$ cat config.mk
export PLATFORM = sky130hd
export DESIGN_NAME = srl_cfg
export DESIGN_NICKNAME = d
export VERILOG_FILES = /design/src/design/schedule_rendezvous_latency_assert.svh /design/src/design/srl_pkg.sv /design/src/design/srl_cfg.sv
export SDC_FILE = /design/constraint.sdc
export NUM_CORES = 1
export LEC_CHECK = 0
export BUFFER_PORTS_ARGS = -buffer_cell sky130_fd_sc_hd__buf_2
export CAP_MARGIN = 20
export CORE_MARGIN = 10
export CORE_UTILIZATION = 46
export DETAILED_ROUTE_END_ITERATION = 6
export GPL_TIMING_DRIVEN = 0
export HOLD_SLACK_MARGIN = 0.12
export PLACE_DENSITY = 0.77
export SYNTH_ARGS = -nofsm -noshare
export SYNTH_HDL_FRONTEND = slang
export SYNTH_SLANG_ARGS = --single-unit
$ cat constraint.sdc
create_clock -name i_clk -period 3.8 [get_ports i_clk]
set_input_delay 0.76 -clock i_clk [delete_from_list [all_inputs] [get_ports i_clk]]
set_output_delay 0.76 -clock i_clk [all_outputs]
set_load 0.02 [all_outputs]
$ cat src/design/schedule_rendezvous_latency_assert.svh
// Assertion macros for the schedule rendezvous latency block.
// Included by the top level; compiles to nothing when SYNTHESIS is set.
`ifndef SCHEDULE_RENDEZVOUS_LATENCY_ASSERT_SVH
`define SCHEDULE_RENDEZVOUS_LATENCY_ASSERT_SVH
`ifndef SYNTHESIS
// Same-cycle implication, checked at every rising edge out of reset.
`define SRL_ASSERT_IMP(name, clk, rst_n, ante, cons) \
    name: assert property (@(posedge clk) disable iff (!rst_n) (ante) |-> (cons)) \
        else $error("srl assertion failed");
// Next-cycle implication.
`define SRL_ASSERT_NXT(name, clk, rst_n, ante, cons) \
    name: assert property (@(posedge clk) disable iff (!rst_n) (ante) |=> (cons)) \
        else $error("srl assertion failed");
`else
`define SRL_ASSERT_IMP(name, clk, rst_n, ante, cons)
`define SRL_ASSERT_NXT(name, clk, rst_n, ante, cons)
`endif
`endif

$ cat src/design/srl_pkg.sv
// Shared types and constants for the schedule rendezvous latency block.
// No dependencies; the RTL modules refer to it by scoped names, the bench imports it.
package srl_pkg;

    localparam int MASK_W    = 64;
    localparam int PER_W     = 7;
    localparam int CP_W      = 13;
    localparam int SLOT_W    = 12;
    localparam int ATT_W     = 16;
    localparam int LAT_W     = 28;
    localparam int CFG_IDX_W = 3;
    // a schedule period fits in PER_W bits, so overhang past the common period does too
    localparam int WRAP_BITS = 1 << PER_W;
    localparam int DIV_DW    = 16;
    localparam int DIV_VW    = 13;

    typedef enum logic [CFG_IDX_W-1:0] {
        REG_A_MASK   = 3'd0,
        REG_A_PERIOD = 3'd1,
        REG_B_MASK   = 3'd2,
        REG_B_PERIOD = 3'd3,
        REG_COMMON   = 3'd4
    } t_cfg_reg;

    typedef enum logic [3:0] {
        S_IDLE,
        S_MOD_START,
        S_MOD_OFF,
        S_SWEEP,
        S_SCAN,
        S_DIV_ATT,
        S_MUL,
        S_SEEK,
        S_DONE
    } t_state;

    typedef struct packed {
        logic [MASK_W-1:0] mask_a;
        logic [PER_W-1:0]  per_a;
        logic [PER_W-1:0]  lim_a;
        logic [MASK_W-1:0] mask_b;
        logic [PER_W-1:0]  per_b;
        logic [PER_W-1:0]  lim_b;
        logic [CP_W-1:0]   n;
    } t_cfg;

    typedef struct packed {
        logic [SLOT_W-1:0] start_slot;
        logic [SLOT_W-1:0] phase_offset;
        logic [ATT_W-1:0]  attempts;
    } t_in;

    typedef struct packed {
        logic [LAT_W-1:0] latency;
        logic             no_overlap;
    } t_out;

    typedef struct packed {
        logic              done;
        logic [DIV_DW-1:0] quot;
        logic [DIV_VW-1:0] rem;
    } t_div_res;

endpackage

$ cat src/design/srl_cfg.sv
// Configuration register file with effective-value normalization.
// Depends on srl_pkg for the register index codes and the t_cfg struct.
module srl_cfg #(
    parameter int PERIOD_MAX = 4096,
    parameter int MASK_BITS  = 64
) (
    input  logic                            i_clk,
    input  logic                            i_rst_n,
    input  logic                            i_cfg_valid,
    input  logic [srl_pkg::CFG_IDX_W-1:0]   i_cfg_index,
    input  logic [srl_pkg::MASK_W-1:0]      i_cfg_data,
    output srl_pkg::t_cfg                   o_cfg
);
    logic [srl_pkg::MASK_W-1:0] r_mask_a;
    logic [srl_pkg::PER_W-1:0]  r_per_a;
    logic [srl_pkg::MASK_W-1:0] r_mask_b;
    logic [srl_pkg::PER_W-1:0]  r_per_b;
    logic [srl_pkg::CP_W-1:0]   r_cp;
    logic [srl_pkg::PER_W-1:0]  w_pa;
    logic [srl_pkg::PER_W-1:0]  w_pb;
    logic [srl_pkg::CP_W-1:0]   w_n;

    always_ff @(posedge i_clk) begin
        if (!i_rst_n) begin
            r_mask_a <= srl_pkg::MASK_W'(1);
            r_per_a  <= srl_pkg::PER_W'(1);
            r_mask_b <= srl_pkg::MASK_W'(1);
            r_per_b  <= srl_pkg::PER_W'(1);
            r_cp     <= srl_pkg::CP_W'(1);
        end else if (i_cfg_valid) begin
            unique case (srl_pkg::t_cfg_reg'(i_cfg_index))
                srl_pkg::REG_A_MASK:   r_mask_a <= i_cfg_data;
                srl_pkg::REG_A_PERIOD: r_per_a  <= i_cfg_data[srl_pkg::PER_W-1:0];
                srl_pkg::REG_B_MASK:   r_mask_b <= i_cfg_data;
                srl_pkg::REG_B_PERIOD: r_per_b  <= i_cfg_data[srl_pkg::PER_W-1:0];
                srl_pkg::REG_COMMON:   r_cp     <= i_cfg_data[srl_pkg::CP_W-1:0];
                default: ;
            endcase
        end
    end

    // zero period acts as one; common period clamps into 1..PERIOD_MAX
    always_comb begin
        w_pa = (r_per_a == '0) ? srl_pkg::PER_W'(1) : r_per_a;
        w_pb = (r_per_b == '0) ? srl_pkg::PER_W'(1) : r_per_b;
        if (r_cp == '0) begin
            w_n = srl_pkg::CP_W'(1);
        end else if (32'(r_cp) > PERIOD_MAX) begin
            w_n = srl_pkg::CP_W'(PERIOD_MAX);
        end else begin
            w_n = r_cp;
        end
    end

    assign o_cfg = '{
        mask_a: r_mask_a,
        per_a:  w_pa,
        lim_a:  (32'(w_pa) < MASK_BITS) ? w_pa : srl_pkg::PER_W'(MASK_BITS),
        mask_b: r_mask_b,
        per_b:  w_pb,
        lim_b:  (32'(w_pb) < MASK_BITS) ? w_pb : srl_pkg::PER_W'(MASK_BITS),
        n:      w_n
    };

endmodule

## After elaboration in Yosys (flattened, before gate mapping)

Index checks and enable logic that the tools add are counted.

- Output and inout bits: 169
- Bits of input ports: 70
- Register bits after elaboration: 155
- Word-level logic and storage cells: 27

- Reduce and logical (&&, ||, !) cells: 9
- Equality and inequality tests: 4
- Muxes and demuxes: 6
- Magnitude comparators: 3

Operator list:

| cell | count |
|---|---|
| 2-to-1 mux 7 bit | 4 |
| 2-to-1 mux 13 bit | 2 |
| zero test 7 bit | 2 |
| less-than comparator 7 bit (second input constant) | 2 |
| greater-than comparator 13 bit (second input constant) | 1 |
| zero test 13 bit | 1 |
| AND reduction 2 bit | 5 |
| == test 3 x 2 -> 1 bit (second input constant) | 2 |
| == test 3 x 1 -> 1 bit (second input constant) | 1 |
| == test 3 bit (second input constant) | 1 |
| zero test 3 bit | 1 |

## Logic depth before layout (Yosys ltp)

- Depth after elaboration: 4
- Gate-level depth with buffers: 5
- Mapped depth without buffers: 3

## Worst setup path before layout

Ideal clock, no wire load.

- Path kind: flip-flop to output port
- Start: reg r_per_b[6] in the netlist's numbering
- End: out o_cfg[13] in the netlist's numbering
- Data arrival time: 1.245 ns
- Setup slack: 1.795 ns
- Stages on the path, launching flop included: 4
- Path buffers: 0
- Cells stage by stage: dfxtp_1 > nor4_1 > a21o_1 > nor2b_1

RTL lines:

| element | line | RTL |
|---|---|---|
| start, declared | srl_cfg.sv:17 | `logic [srl_pkg::PER_W-1:0] r_per_b;` |
| start signal, assigned | srl_cfg.sv:28 | `r_per_b <= srl_pkg::PER_W'(1);` |
| start signal, assigned | srl_cfg.sv:35 | `srl_pkg::REG_B_PERIOD: r_per_b <= i_cfg_data[srl_pkg::PER_W-1:0];` |
| end, declared | srl_cfg.sv:12 | `output srl_pkg::t_cfg o_cfg` |

==> flow_summary.toml <==
[timing]
rsz0062_at_grt = "false"
hold_viol = 0
worst_pin_slew_ns = 0.578
finalMaxSlewViolations = 0
slew_headroom = 0.615
period_needed_ns = 2.34
fmax_ghz = 0.428
setup_viol = 0
fin_crit_sh = 0.615
finClkSkew_ns = 0
finalSetupTns_ns = 0

[pwr]
ir_worst_vdd_mv = 0.326
p_int_w = 0.00290
leakage_nw = 3.53
p_clk_frac = 0.476
powerDensity_mw_per_mm2 = 469
p_sw_frac = 0.226
total_power_w = 0.00374
combPwrFrac = 0.075
p_switching_w = 0.000845
seq_power_share = 0.449

[cts]
cts_tree = "built"
cts.clk_slew.worst_paths_ns = 0.06
postCtsSetupRepairBufs = 0
ctsHtreeMaxLevel = 4
cts_buffers = 17
cts.repair.resized = 0
ctsHoldBuffers = 0
clock_path_buffers = 2
cts_root_buf = "clkbuf_16"
clock_latency_ns = 0.43
cts_sinks = 155

[yosys]
yosysUniqueCellTypes = 23
synth-async-reset-ratio = 0
synth_area_per_cell_um2 = 8.27
yosysSeqAreaShare = 0.521
yosys.cell_count.top_type = "nand2_1"
synth_edf_count = 0
synthTopCellsByCount = "290 x nand2_1, 155 x dfxtp_1, 115 x a21boi_0"
ys_ff_latch = 155
mappedNetlistNets = 790
netlist.area_leader.share = 0.521
netlist_instances = 720
synthesis.area_mm2 = 0.00596
yosysWarnings = 0
synth_ff_type = "dfxtp_1"
yosys.area.top_type = "dfxtp_1"
synthTopCellsByArea = "dfxtp_1 52%, nand2_1 18%, a21boi_0 14%"

[worst_setup_path]
worstSetupPathType = "flip-flop to primary output"
path_buf_inv = 1
max_stage_delay_ns = 0.38
cp-end-kind = "primary output"
crit_required_ns = 3.04
crit_fanout = 9
cp_cell_sequence = "nor4_1 -> a21o_1 -> nor2b_1 -> buf_2"
cp.arrival_ns = 1.58
crit_family = "simple AND/OR/NAND/NOR gates"
cp_slowest_cell = "dfxtp_1"
worstSetupStartpointType = "flip-flop"

[final_layout]
regArea_mm2 = 0.00310
fin_area_mm2 = 0.00798
post-route-util = 0.630
multi_input_area_mm2 = 0.00257
nets = 1046
fillerInstances = 1164
n_antenna_cell = 0
area_growth_pct = 34.0
drive_above_1_share = 0.295

[floorplan]
dieHeight_um = 134
num_io_pins = 239
rows = 41
core_area_mm2 = 0.0127
die_area_mm2 = 0.0179
die-width_um = 134
start_util = 0.470

[grt]
grt-ovfl-total = 0
grt_pass1_wl_um = 30400
grt_max_degree = 17
grt_pass1_vias = 5941
antenna_found_initial = 0
track_usage = 0.211

[detailed_routing]
drt_wl_total_um = 18700
antenna_left = 0
drc = 0
post_drt_via_cell_ratio = 4.90
wire_per_inst_um = 16.2
vias = 5680
drt-initial-drc-count = 288
dr.pass1.iters = 4

[placed_design]
dpl.hpwl_um = 14100
globalplace.congestion = 0.829
numPortBuffers = 237
dpl_cell_area_mm2 = 0.00736

[run_status]
outcome = "complete, no violations"

[run]
max_cap_violations = 0

[min_path]
hold_class = "flip-flop to flip-flop"
-- path summary, 6_finish.rpt --
kind,start,end,slack [ns],cells after the start
hold / removal,r_mask_b[35],r_mask_b[35],0.45,2
setup / recovery,r_per_b[6],o_cfg[13],1.46,4
setup reg to reg,r_cp[12],r_cp[12],2.70,3
hold reg to reg,r_mask_b[35],r_mask_b[35],0.45,2
-- cells in the final DEF (no fill, tap or decap), types with 6 or more instances in the layout --
cell / n
clkbuf_1: 43
a21boi_1: 23
o21ai_0: 12
buf_2: 259
nand2_1: 290
nand3_1: 15
a21boi_0: 115
clkbuf_16: 17
nor2b_1: 23
dfxtp_1: 155
clkbuf_8: 6
-- cell families (layout without fill, tap and decap cells) --
| kind of cell | after synthesis | after routing | share of synthesized area |
|---|---|---|---|
| flops | 155 | 155 | 0.521 |
| simple gates | 344 | 344 | 0.241 |
| buf+inv | 66 | 334 | 0.0475 |
| compound gates | 153 | 153 | 0.188 |
| mux | 2 | 2 | 0.00336 |
-- layer usage --
layer	global-route usage	share of wire	up-vias
li1	-	-	2837
met1	0.230	0.40	2605
met2	0.340	0.46	205
met3	0.115	0.13	33
met4	0.0738	0.019	0
met5	0	0	-
-- layout make-up --
class,count,share of cell area
sequential,155,0.389
multi-input combinational,499,0.322
timing repair buffer,237,0.149
clock buffer,25,0.0646
buffer,66,0.0354
tap,172,0.0270
clock inverter,6,0.0135
-- power groups by stage --
stage          logic (W)  clock network, W  registers [W]
3_3_place_gp    0.000279                 0        0.00171
2_1_floorplan   0.000116                 0        0.00175
3_5_place_dp    0.000279                 0        0.00172
5_1_grt         0.000308           0.00187        0.00168
6_report        0.000279           0.00178        0.00168
4_1_cts         0.000281           0.00180        0.00168
-- tightest hold or removal path: stages, from the launching register on --
cell and delay, ns:
dfxtp_1 0.30, nand2_1 0.05, a21boi_1 0.05
-- sequential cells by signal, indices dropped and copies added, names as in the netlist --
register  flops
r_cp         13
r_per_a       7
r_mask_a     64
r_per_b       7
r_mask_b     64
-- stage by stage --
step	worst slack (ns)	hold WS, ns	cells
final	1.46	0.453	1160
after global routing	1.25	0.472	1160
after CTS	1.45	0.453	1160
after detailed placement	1.33	0.445	1129
after global placement	1.30	0.437	1129
after floorplan	1.79	0.441	720
No activity file was read; power rests on OpenSTA's default activity.
