==> src/design/schedule_rendezvous_latency_assert.svh <==
// Assertion macros for the schedule rendezvous latency block.
// Included by the top level; compiles to nothing when SYNTHESIS is set.
`ifndef SCHEDULE_RENDEZVOUS_LATENCY_ASSERT_SVH
`define SCHEDULE_RENDEZVOUS_LATENCY_ASSERT_SVH
`ifndef SYNTHESIS
// Same-cycle implication, checked at every rising edge out of reset.
`define SRL_ASSERT_IMP(name, clk, rst_n, ante, cons) \
    name: assert property (@(posedge clk) disable iff (!rst_n) (ante) |-> (cons)) \
        else $error("srl assertion failed");
// Next-cycle implication.
`define SRL_ASSERT_NXT(name, clk, rst_n, ante, cons) \
    name: assert property (@(posedge clk) disable iff (!rst_n) (ante) |=> (cons)) \
        else $error("srl assertion failed");
`else
`define SRL_ASSERT_IMP(name, clk, rst_n, ante, cons)
`define SRL_ASSERT_NXT(name, clk, rst_n, ante, cons)
`endif
`endif

==> src/design/srl_pkg.sv <==
// Shared types and constants for the schedule rendezvous latency block.
// No dependencies; the RTL modules refer to it by scoped names, the bench imports it.
package srl_pkg;

    localparam int MASK_W    = 64;
    localparam int PER_W     = 7;
    localparam int CP_W      = 13;
    localparam int SLOT_W    = 12;
    localparam int ATT_W     = 16;
    localparam int LAT_W     = 28;
    localparam int CFG_IDX_W = 3;
    // a schedule period fits in PER_W bits, so overhang past the common period does too
    localparam int WRAP_BITS = 1 << PER_W;
    localparam int DIV_DW    = 16;
    localparam int DIV_VW    = 13;

    typedef enum logic [CFG_IDX_W-1:0] {
        REG_A_MASK   = 3'd0,
        REG_A_PERIOD = 3'd1,
        REG_B_MASK   = 3'd2,
        REG_B_PERIOD = 3'd3,
        REG_COMMON   = 3'd4
    } t_cfg_reg;

    typedef enum logic [3:0] {
        S_IDLE,
        S_MOD_START,
        S_MOD_OFF,
        S_SWEEP,
        S_SCAN,
        S_DIV_ATT,
        S_MUL,
        S_SEEK,
        S_DONE
    } t_state;

    typedef struct packed {
        logic [MASK_W-1:0] mask_a;
        logic [PER_W-1:0]  per_a;
        logic [PER_W-1:0]  lim_a;
        logic [MASK_W-1:0] mask_b;
        logic [PER_W-1:0]  per_b;
        logic [PER_W-1:0]  lim_b;
        logic [CP_W-1:0]   n;
    } t_cfg;

    typedef struct packed {
        logic [SLOT_W-1:0] start_slot;
        logic [SLOT_W-1:0] phase_offset;
        logic [ATT_W-1:0]  attempts;
    } t_in;

    typedef struct packed {
        logic [LAT_W-1:0] latency;
        logic             no_overlap;
    } t_out;

    typedef struct packed {
        logic              done;
        logic [DIV_DW-1:0] quot;
        logic [DIV_VW-1:0] rem;
    } t_div_res;

endpackage

==> src/design/srl_div.sv <==
// Shared restoring divider, one quotient bit per cycle.
// Depends on srl_pkg for widths and the result struct.
module srl_div (
    input  logic                         i_clk,
    input  logic                         i_rst_n,
    input  logic                         i_go,
    input  logic [srl_pkg::DIV_DW-1:0]   i_dividend,
    input  logic [srl_pkg::DIV_VW-1:0]   i_divisor,
    output srl_pkg::t_div_res            o_res
);
    localparam int CW = $clog2(srl_pkg::DIV_DW + 1);

    logic                        r_busy;
    logic                        r_done;
    logic [CW-1:0]               r_cnt;
    logic [srl_pkg::DIV_VW-1:0]  r_rem;
    logic [srl_pkg::DIV_DW-1:0]  r_quot;
    logic [srl_pkg::DIV_VW-1:0]  r_dvs;
    logic [srl_pkg::DIV_VW:0]    w_shift;
    logic [srl_pkg::DIV_VW:0]    w_diff;
    logic                        w_ge;

    assign w_shift = {r_rem, r_quot[srl_pkg::DIV_DW-1]};
    assign w_ge    = w_shift >= {1'b0, r_dvs};
    assign w_diff  = w_shift - {1'b0, r_dvs};

    always_ff @(posedge i_clk) begin
        if (!i_rst_n) begin
            r_busy <= 1'b0;
            r_done <= 1'b0;
        end else begin
            r_done <= 1'b0;
            if (i_go) begin
                r_busy <= 1'b1;
                r_cnt  <= CW'(srl_pkg::DIV_DW);
                r_quot <= i_dividend;
                r_rem  <= '0;
                r_dvs  <= i_divisor;
            end else if (r_busy) begin
                // keep the partial remainder below the divisor
                r_rem  <= w_ge ? w_diff[srl_pkg::DIV_VW-1:0] : w_shift[srl_pkg::DIV_VW-1:0];
                r_quot <= {r_quot[srl_pkg::DIV_DW-2:0], w_ge};
                r_cnt  <= r_cnt - CW'(1);
                if (r_cnt == CW'(1)) begin
                    r_busy <= 1'b0;
                    r_done <= 1'b1;
                end
            end
        end
    end

    assign o_res = '{done: r_done, quot: r_quot, rem: r_rem};

endmodule

==> config.mk <==
export PLATFORM = sky130hd
export DESIGN_NAME = srl_div
export DESIGN_NICKNAME = d
export VERILOG_FILES = /design/src/design/schedule_rendezvous_latency_assert.svh /design/src/design/srl_pkg.sv /design/src/design/srl_div.sv
export SDC_FILE = /design/constraint.sdc
export NUM_CORES = 1
export LEC_CHECK = 0
export ABC_AREA = 0
export ABC_CLOCK_PERIOD_IN_PS = 5250
export BUFFER_PORTS_ARGS = -buffer_cell sky130_fd_sc_hd__buf_2
export CAP_MARGIN = 5
export CORE_MARGIN = 3
export CORE_UTILIZATION = 58
export CTS_BUF_LIST = sky130_fd_sc_hd__clkbuf_16
export DETAILED_ROUTE_END_ITERATION = 6
export GPL_TIMING_DRIVEN = 0
export MAX_ROUTING_LAYER = met4
export PLACE_DENSITY = 0.85
export SLEW_MARGIN = 20
export SYNTH_ARGS = -nofsm -noshare
export SYNTH_HDL_FRONTEND = slang
export SYNTH_SLANG_ARGS = --single-unit
==> constraint.sdc <==
create_clock -name i_clk -period 5.25 [get_ports i_clk]
set_input_delay 0.2625 -clock i_clk [delete_from_list [all_inputs] [get_ports i_clk]]
set_output_delay 0.2625 -clock i_clk [all_outputs]
set_load 0.03 [all_outputs]
Word-level counts from Yosys, hierarchy flattened

Index checks and enable logic that the tools add are counted.

Flip-flop bits (word level): 49
Word-level logic and storage cells: 25

$add $sub $neg: 2
$lt $le $gt $ge: 1
Eq/ne operators: 1
Mux-type cells: 9
Bitwise operators: 2
Reduce and logical (&&, ||, !) cells: 4

Operators with widths:

| operator                                             | count |
|---|---|
| 2-to-1 mux 16 bit                                    | 2 |
| 2-to-1 mux 13 bit                                    | 2 |
| >= comparator 14 x 13 -> 1 bit                       | 1 |
| subtractor 13 bit                                    | 1 |
| equality test 5 x 1 -> 1 bit (second input constant) | 1 |
| 2-to-1 mux 5 bit                                     | 1 |
| subtractor 5 x 1 -> 5 bit (second input constant)    | 1 |
| 2-to-1 mux 1 bit                                     | 4 |
| AND reduction 2 bit                                  | 2 |
| OR reduction 3 bit                                   | 1 |
| inverter 1 bit                                       | 2 |
| nonzero test 2 bit                                   | 1 |

Depth between registers and ports, before layout

Depth after elaboration: 4
Gate-level depth with buffers: 11
Gate-level depth less buffers: 10

Least setup slack after synthesis

OpenSTA, ideal clock, no wires.

Path type: reg-to-reg
From: register r_rem[6] in the netlist's numbering
To: register r_rem[12] in the netlist's numbering (data pin)
Library setup time: 0.254 ns
Arrival time: 2.307 ns
Slack: 2.689 ns
Stages on the path, launching flop included: 9
Path buffers: 1
Period minus slack after synthesis: 2.561 ns
Cells stage by stage: edfxtp_1 > ha_1 > a21o_1 > a221o_1 > a221oi_2 > o31a_2 > buf_6 > nor2_1 > a21o_1

Cells in the longest elaborated chain, start to end: 3
Elaborated cells on any way between the ends: 4
Those cells by class: add/sub (1); order compare (1); mux (2)

RTL lines:

| item                                                                | line                         | RTL |
|---|---|---|
| start: declaration                                                  | srl_div.sv:16                | `logic [srl_pkg::DIV_VW-1:0] r_rem;` |
| start signal: assignment                                            | srl_div.sv:41                | `r_rem <= w_ge ? w_diff[srl_pkg::DIV_VW-1:0] : w_shift[srl_pkg::DIV_VW-1:0];` |
| subtractor 13 bit or >= comparator 14 x 13 -> 1 bit (tied branches) | srl_div.sv:25, srl_div.sv:24 |  |
| 2-to-1 mux 13 bit (*)                                               | srl_div.sv:41                |  |
| 2-to-1 mux 13 bit (*)                                               | srl_div.sv:39                | `end else if (r_busy) begin` |

Mark *: on every way between the ends. The rest lies on a longest branch, timed or not. The select of a mux whose other input is x is not followed.
A chain may end at the register's enable or synchronous reset.

Worst setup path in the final report

From: register r_quot[15] in the netlist's numbering
To: register r_rem[8] in the netlist's numbering (data pin)

Cells in the longest elaborated chain, start to end: 3
Elaborated cells on any way between the ends: 4
Those cells by class: add/sub (1); order compare (1); mux (2)

RTL lines:

| item                                                                | line                         | RTL |
|---|---|---|
| start: declaration                                                  | srl_div.sv:17                | `logic [srl_pkg::DIV_DW-1:0] r_quot;` |
| start signal: assignment                                            | srl_div.sv:36                | `r_quot <= i_dividend;` |
| start signal: assignment                                            | srl_div.sv:42                | `r_quot <= {r_quot[srl_pkg::DIV_DW-2:0], w_ge};` |
| subtractor 13 bit or >= comparator 14 x 13 -> 1 bit (tied branches) | srl_div.sv:25, srl_div.sv:24 |  |
| 2-to-1 mux 13 bit (*)                                               | srl_div.sv:41                |  |
| 2-to-1 mux 13 bit (*)                                               | srl_div.sv:39                |  |

Marks and branches as above.

==> results.py <==
metrics = {
    "critical_path": {
        "r2r-start": "r_quot[15]",
        "worst_setup_path_end_kind": "register",
        "cp_cell_sequence": "inv_1 -> ha_1 -> inv_1 -> fa_1 -> a21o_1 -> nand4_1 -> and2_1 -> o31ai_2 -> o311ai_0 -> a21oi_1",
        "startpoint_type": "register",
        "rr_endpoint": "r_rem[8]",
        "cp.required_ns": 5.38,
        "worst_ep_arrival_time_ns": 2.81,
        "ff2ff_path_depth": 10,
        "path_common_cell": "inv_1",
        "slowest_stage": "o31ai_2",
        "r2r_setup_slack_ns": 2.57,
        "path_class": "register to register",
        "crit_start": "r_quot[15]",
        "worst_path_largest_cell_delay_ns": 0.59,
        "endpoint": "r_rem[8]",
        "crit_path_max_fanout": 7,
    },
    "die": {
        "die_x_um": 74.1,
        "io_pins": 62,
        "die_area_um2": 5490,
        "start_util": 0.609,
        "placementRows": 24,
        "core_area_um2": 4410,
        "die_h_um": 74.1,
    },
    "min_path": {
        "hold_path_class": "input pin to register",
        "min_path_cells": 1,
    },
    "timing": {
        "max_freq_ghz": 0.373,
        "tightest_slew_ns": 0.688,
        "finalHoldViolCount": 0,
        "setup_viol": 0,
        "period_needed_ns": 2.68,
        "slew_viol_final": 0,
        "final.setup_skew_ns": 0.00681,
        "totalNegativeSetupSlack_ns": 0,
        "finalCritPeriodShare": 0.511,
        "rsz0062_at_grt": "no",
        "relSlewSlack": 0.539,
    },
    "global_routing": {
        "antenna_found_initial": 0,
        "grt_usage": 0.224,
        "grt_pass1_vias": 1945,
        "grt_pass1_wl_um": 8910,
        "overflow": 0,
        "grt_max_degree": 22,
    },
    "logic_synthesis": {
        "syn-cell-area_um2": 2690,
        "synth_nets": 271,
        "synth_async_sr_flop_share": 0,
        "yosys_warnings": 0,
        "ys_seq_elements": 49,
        "synth_seq_area_share": 0.540,
        "syn_inst": 223,
        "yosys.area.top_type": "edfxtp_1",
        "synth_edf_count": 47,
        "synth.area.top_cells": "edfxtp_1 52%, ha_1 7.0%, mux2_2 6.7%",
        "synth_flop_cell": "edfxtp_1",
        "synth_cell_type_count": 49,
        "synth_top_area_share": 0.525,
        "synth_area_per_cell_um2": 12.1,
    },
    "pwr": {
        "power.density_nw_per_um2": 334,
        "leakage_nw": 1.40,
        "power.internal_mw": 0.755,
        "vdd_drop_max_v": 0.000271,
        "power_frac_comb": 0.256,
        "clockPowerShare": 0.294,
        "switchingPower_mw": 0.321,
        "p_seq_frac": 0.451,
        "sw_frac_of_total": 0.299,
    },
    "finish": {
        "drive_above_1_share": 0.342,
        "design_area_um2": 3230,
        "syn2layout_area_growth_pct": 20.0,
        "diodes": 0,
        "nets": 339,
    },
    "route": {
        "drt-total-wl_um": 5470,
        "via_count": 1971,
        "drtPass1Iterations": 4,
        "avgViaCountPerCell": 5.73,
        "drt_iter0_markers": 168,
        "final_antenna_net_count": 0,
        "drc_errors": 0,
        "post_drt_wl_per_cell_um": 15.9,
    },
    "placement": {
        "gp_congestion": 0.869,
        "hpwl_um": 4010,
        "placed_area_um2": 3080,
        "port_buffers": 60,
    },
    "clocking": {
        "cts-root-buf": "clkbuf_16",
        "cts_tree": "built",
        "cts_hold_buffers": 0,
        "clock_sinks": 49,
        "insertion_delay_ns": 0.29,
        "post-cts-setup-buffer-count": 0,
        "cts.path.max_buffers": 2,
        "ctsHtreeMaxLevel": 2,
        "post_cts_resized": 0,
        "cts-buffers-inserted": 5,
        "clk_pin_slew_worst_paths_ns": 0.07,
    },
    "outcome": {
        "status": "complete, no violations",
    },
    "job": {
        "maxCapViolCount": 0,
    },
}
## flip-flops by register name, summed over array words and instances, names as in the netlist
name,flops
r_dvs,13
r_busy,1
r_done,1
r_rem,13
r_quot,16
r_cnt,5
## through the flow
step / util / instances / hold slack (ns) / total power [mW] / setup WS, ns
after global placement: 0.692 / 335 / 0.438 / 0.755 / 2.60
after floorplan: - / 223 / 0.361 / 0.695 / 2.69
after global routing: 0.731 / 344 / 0.135 / 1.13 / 2.41
after detailed placement: 0.698 / 336 / 0.441 / 0.766 / 2.59
after CTS: 0.731 / 344 / 0.139 / 1.08 / 2.56
final: 0.731 / 344 / 0.139 / 1.08 / 2.57
## cell families after synthesis
logic type / synth area share
compound gates: 0.131
xor+xnor: 0.0293
fa+ha+maj: 0.0772
buf+inv: 0.0437
flops: 0.540
mux: 0.0707
simple gates: 0.108
## power groups by stage
stage	logic, mW	clock network (mW)	registers (mW)
final	0.275	0.316	0.485
after global routing	0.302	0.337	0.489
after CTS	0.274	0.318	0.486
after detailed placement	0.273	0	0.493
after global placement	0.262	0	0.493
after floorplan	0.167	0	0.528
## placed cells by master, fill, tap and decap left out, types with 4 or more instances in the layout
| cell type | synthesis | layout |
|---|---|---|
| ha_1 | 15 | 15 |
| nand4_1 | 4 | 4 |
| edfxtp_1 | 47 | 47 |
| o21ai_0 | 4 | 4 |
| a21oi_1 | 19 | 19 |
| nor2_1 | 12 | 12 |
| clkbuf_1 | 4 | 4 |
| inv_1 | 18 | 19 |
| xnor2_1 | 7 | 7 |
| clkbuf_16 | 0 | 5 |
| buf_2 | 1 | 61 |
| nand2_1 | 22 | 22 |
| a21o_1 | 7 | 7 |
| mux2_2 | 16 | 16 |
## critical path, delay by kind of cell (launching register included)
family	cells	cell delay, ns
adder cells (fa/ha/maj)	2	0.42
AO/OA/AOI/OAI	4	1.25
AND/OR/NAND/NOR	2	0.34
flip-flops	1	0.38
buffers and inverters	2	0.13
## synth_stat cells, types with 4 or more instances
cell type  number
ha_1           15
a21o_1          7
a21oi_1        19
mux2_2         16
nand2_1        22
edfxtp_1       47
xnor2_1         7
clkbuf_1        4
nor2_1         12
inv_1          18
nand4_1         4
o21ai_0         4
## worst min path at each step
stage / startpoint / to / slack (ns)
after detailed placement: i_divisor[0] / r_dvs[0] / 0.44
after floorplan: i_divisor[0] / r_dvs[0] / 0.36
after global placement: i_divisor[8] / r_dvs[8] / 0.44
after global routing: i_divisor[12] / r_dvs[12] / 0.13
after CTS: i_divisor[0] / r_dvs[0] / 0.14
final: i_divisor[0] / r_dvs[0] / 0.14
## routing by layer
layer | wire, µm | global-route usage
met1 | 2360 | 0.285
met2 | 2590 | 0.344
met3 | 442 | 0.0703
met4 | 82 | 0.0704
met5 | 0 | -
## cell type report
| cell class | count | area (µm²) |
|---|---|---|
| Buffer | 8 | 50.0 |
| Clock buffer | 5 | 125 |
| Clock inverter | 3 | 17.5 |
| Fill cell | 288 | 1190 |
| Inverter | 18 | 67.6 |
| Multi-Input combinational cell | 148 | 1120 |
| Sequential cell | 49 | 1450 |
| Tap cell | 52 | 65.1 |
| Timing Repair Buffer | 61 | 328 |
No activity file was read; power rests on OpenSTA's default activity.
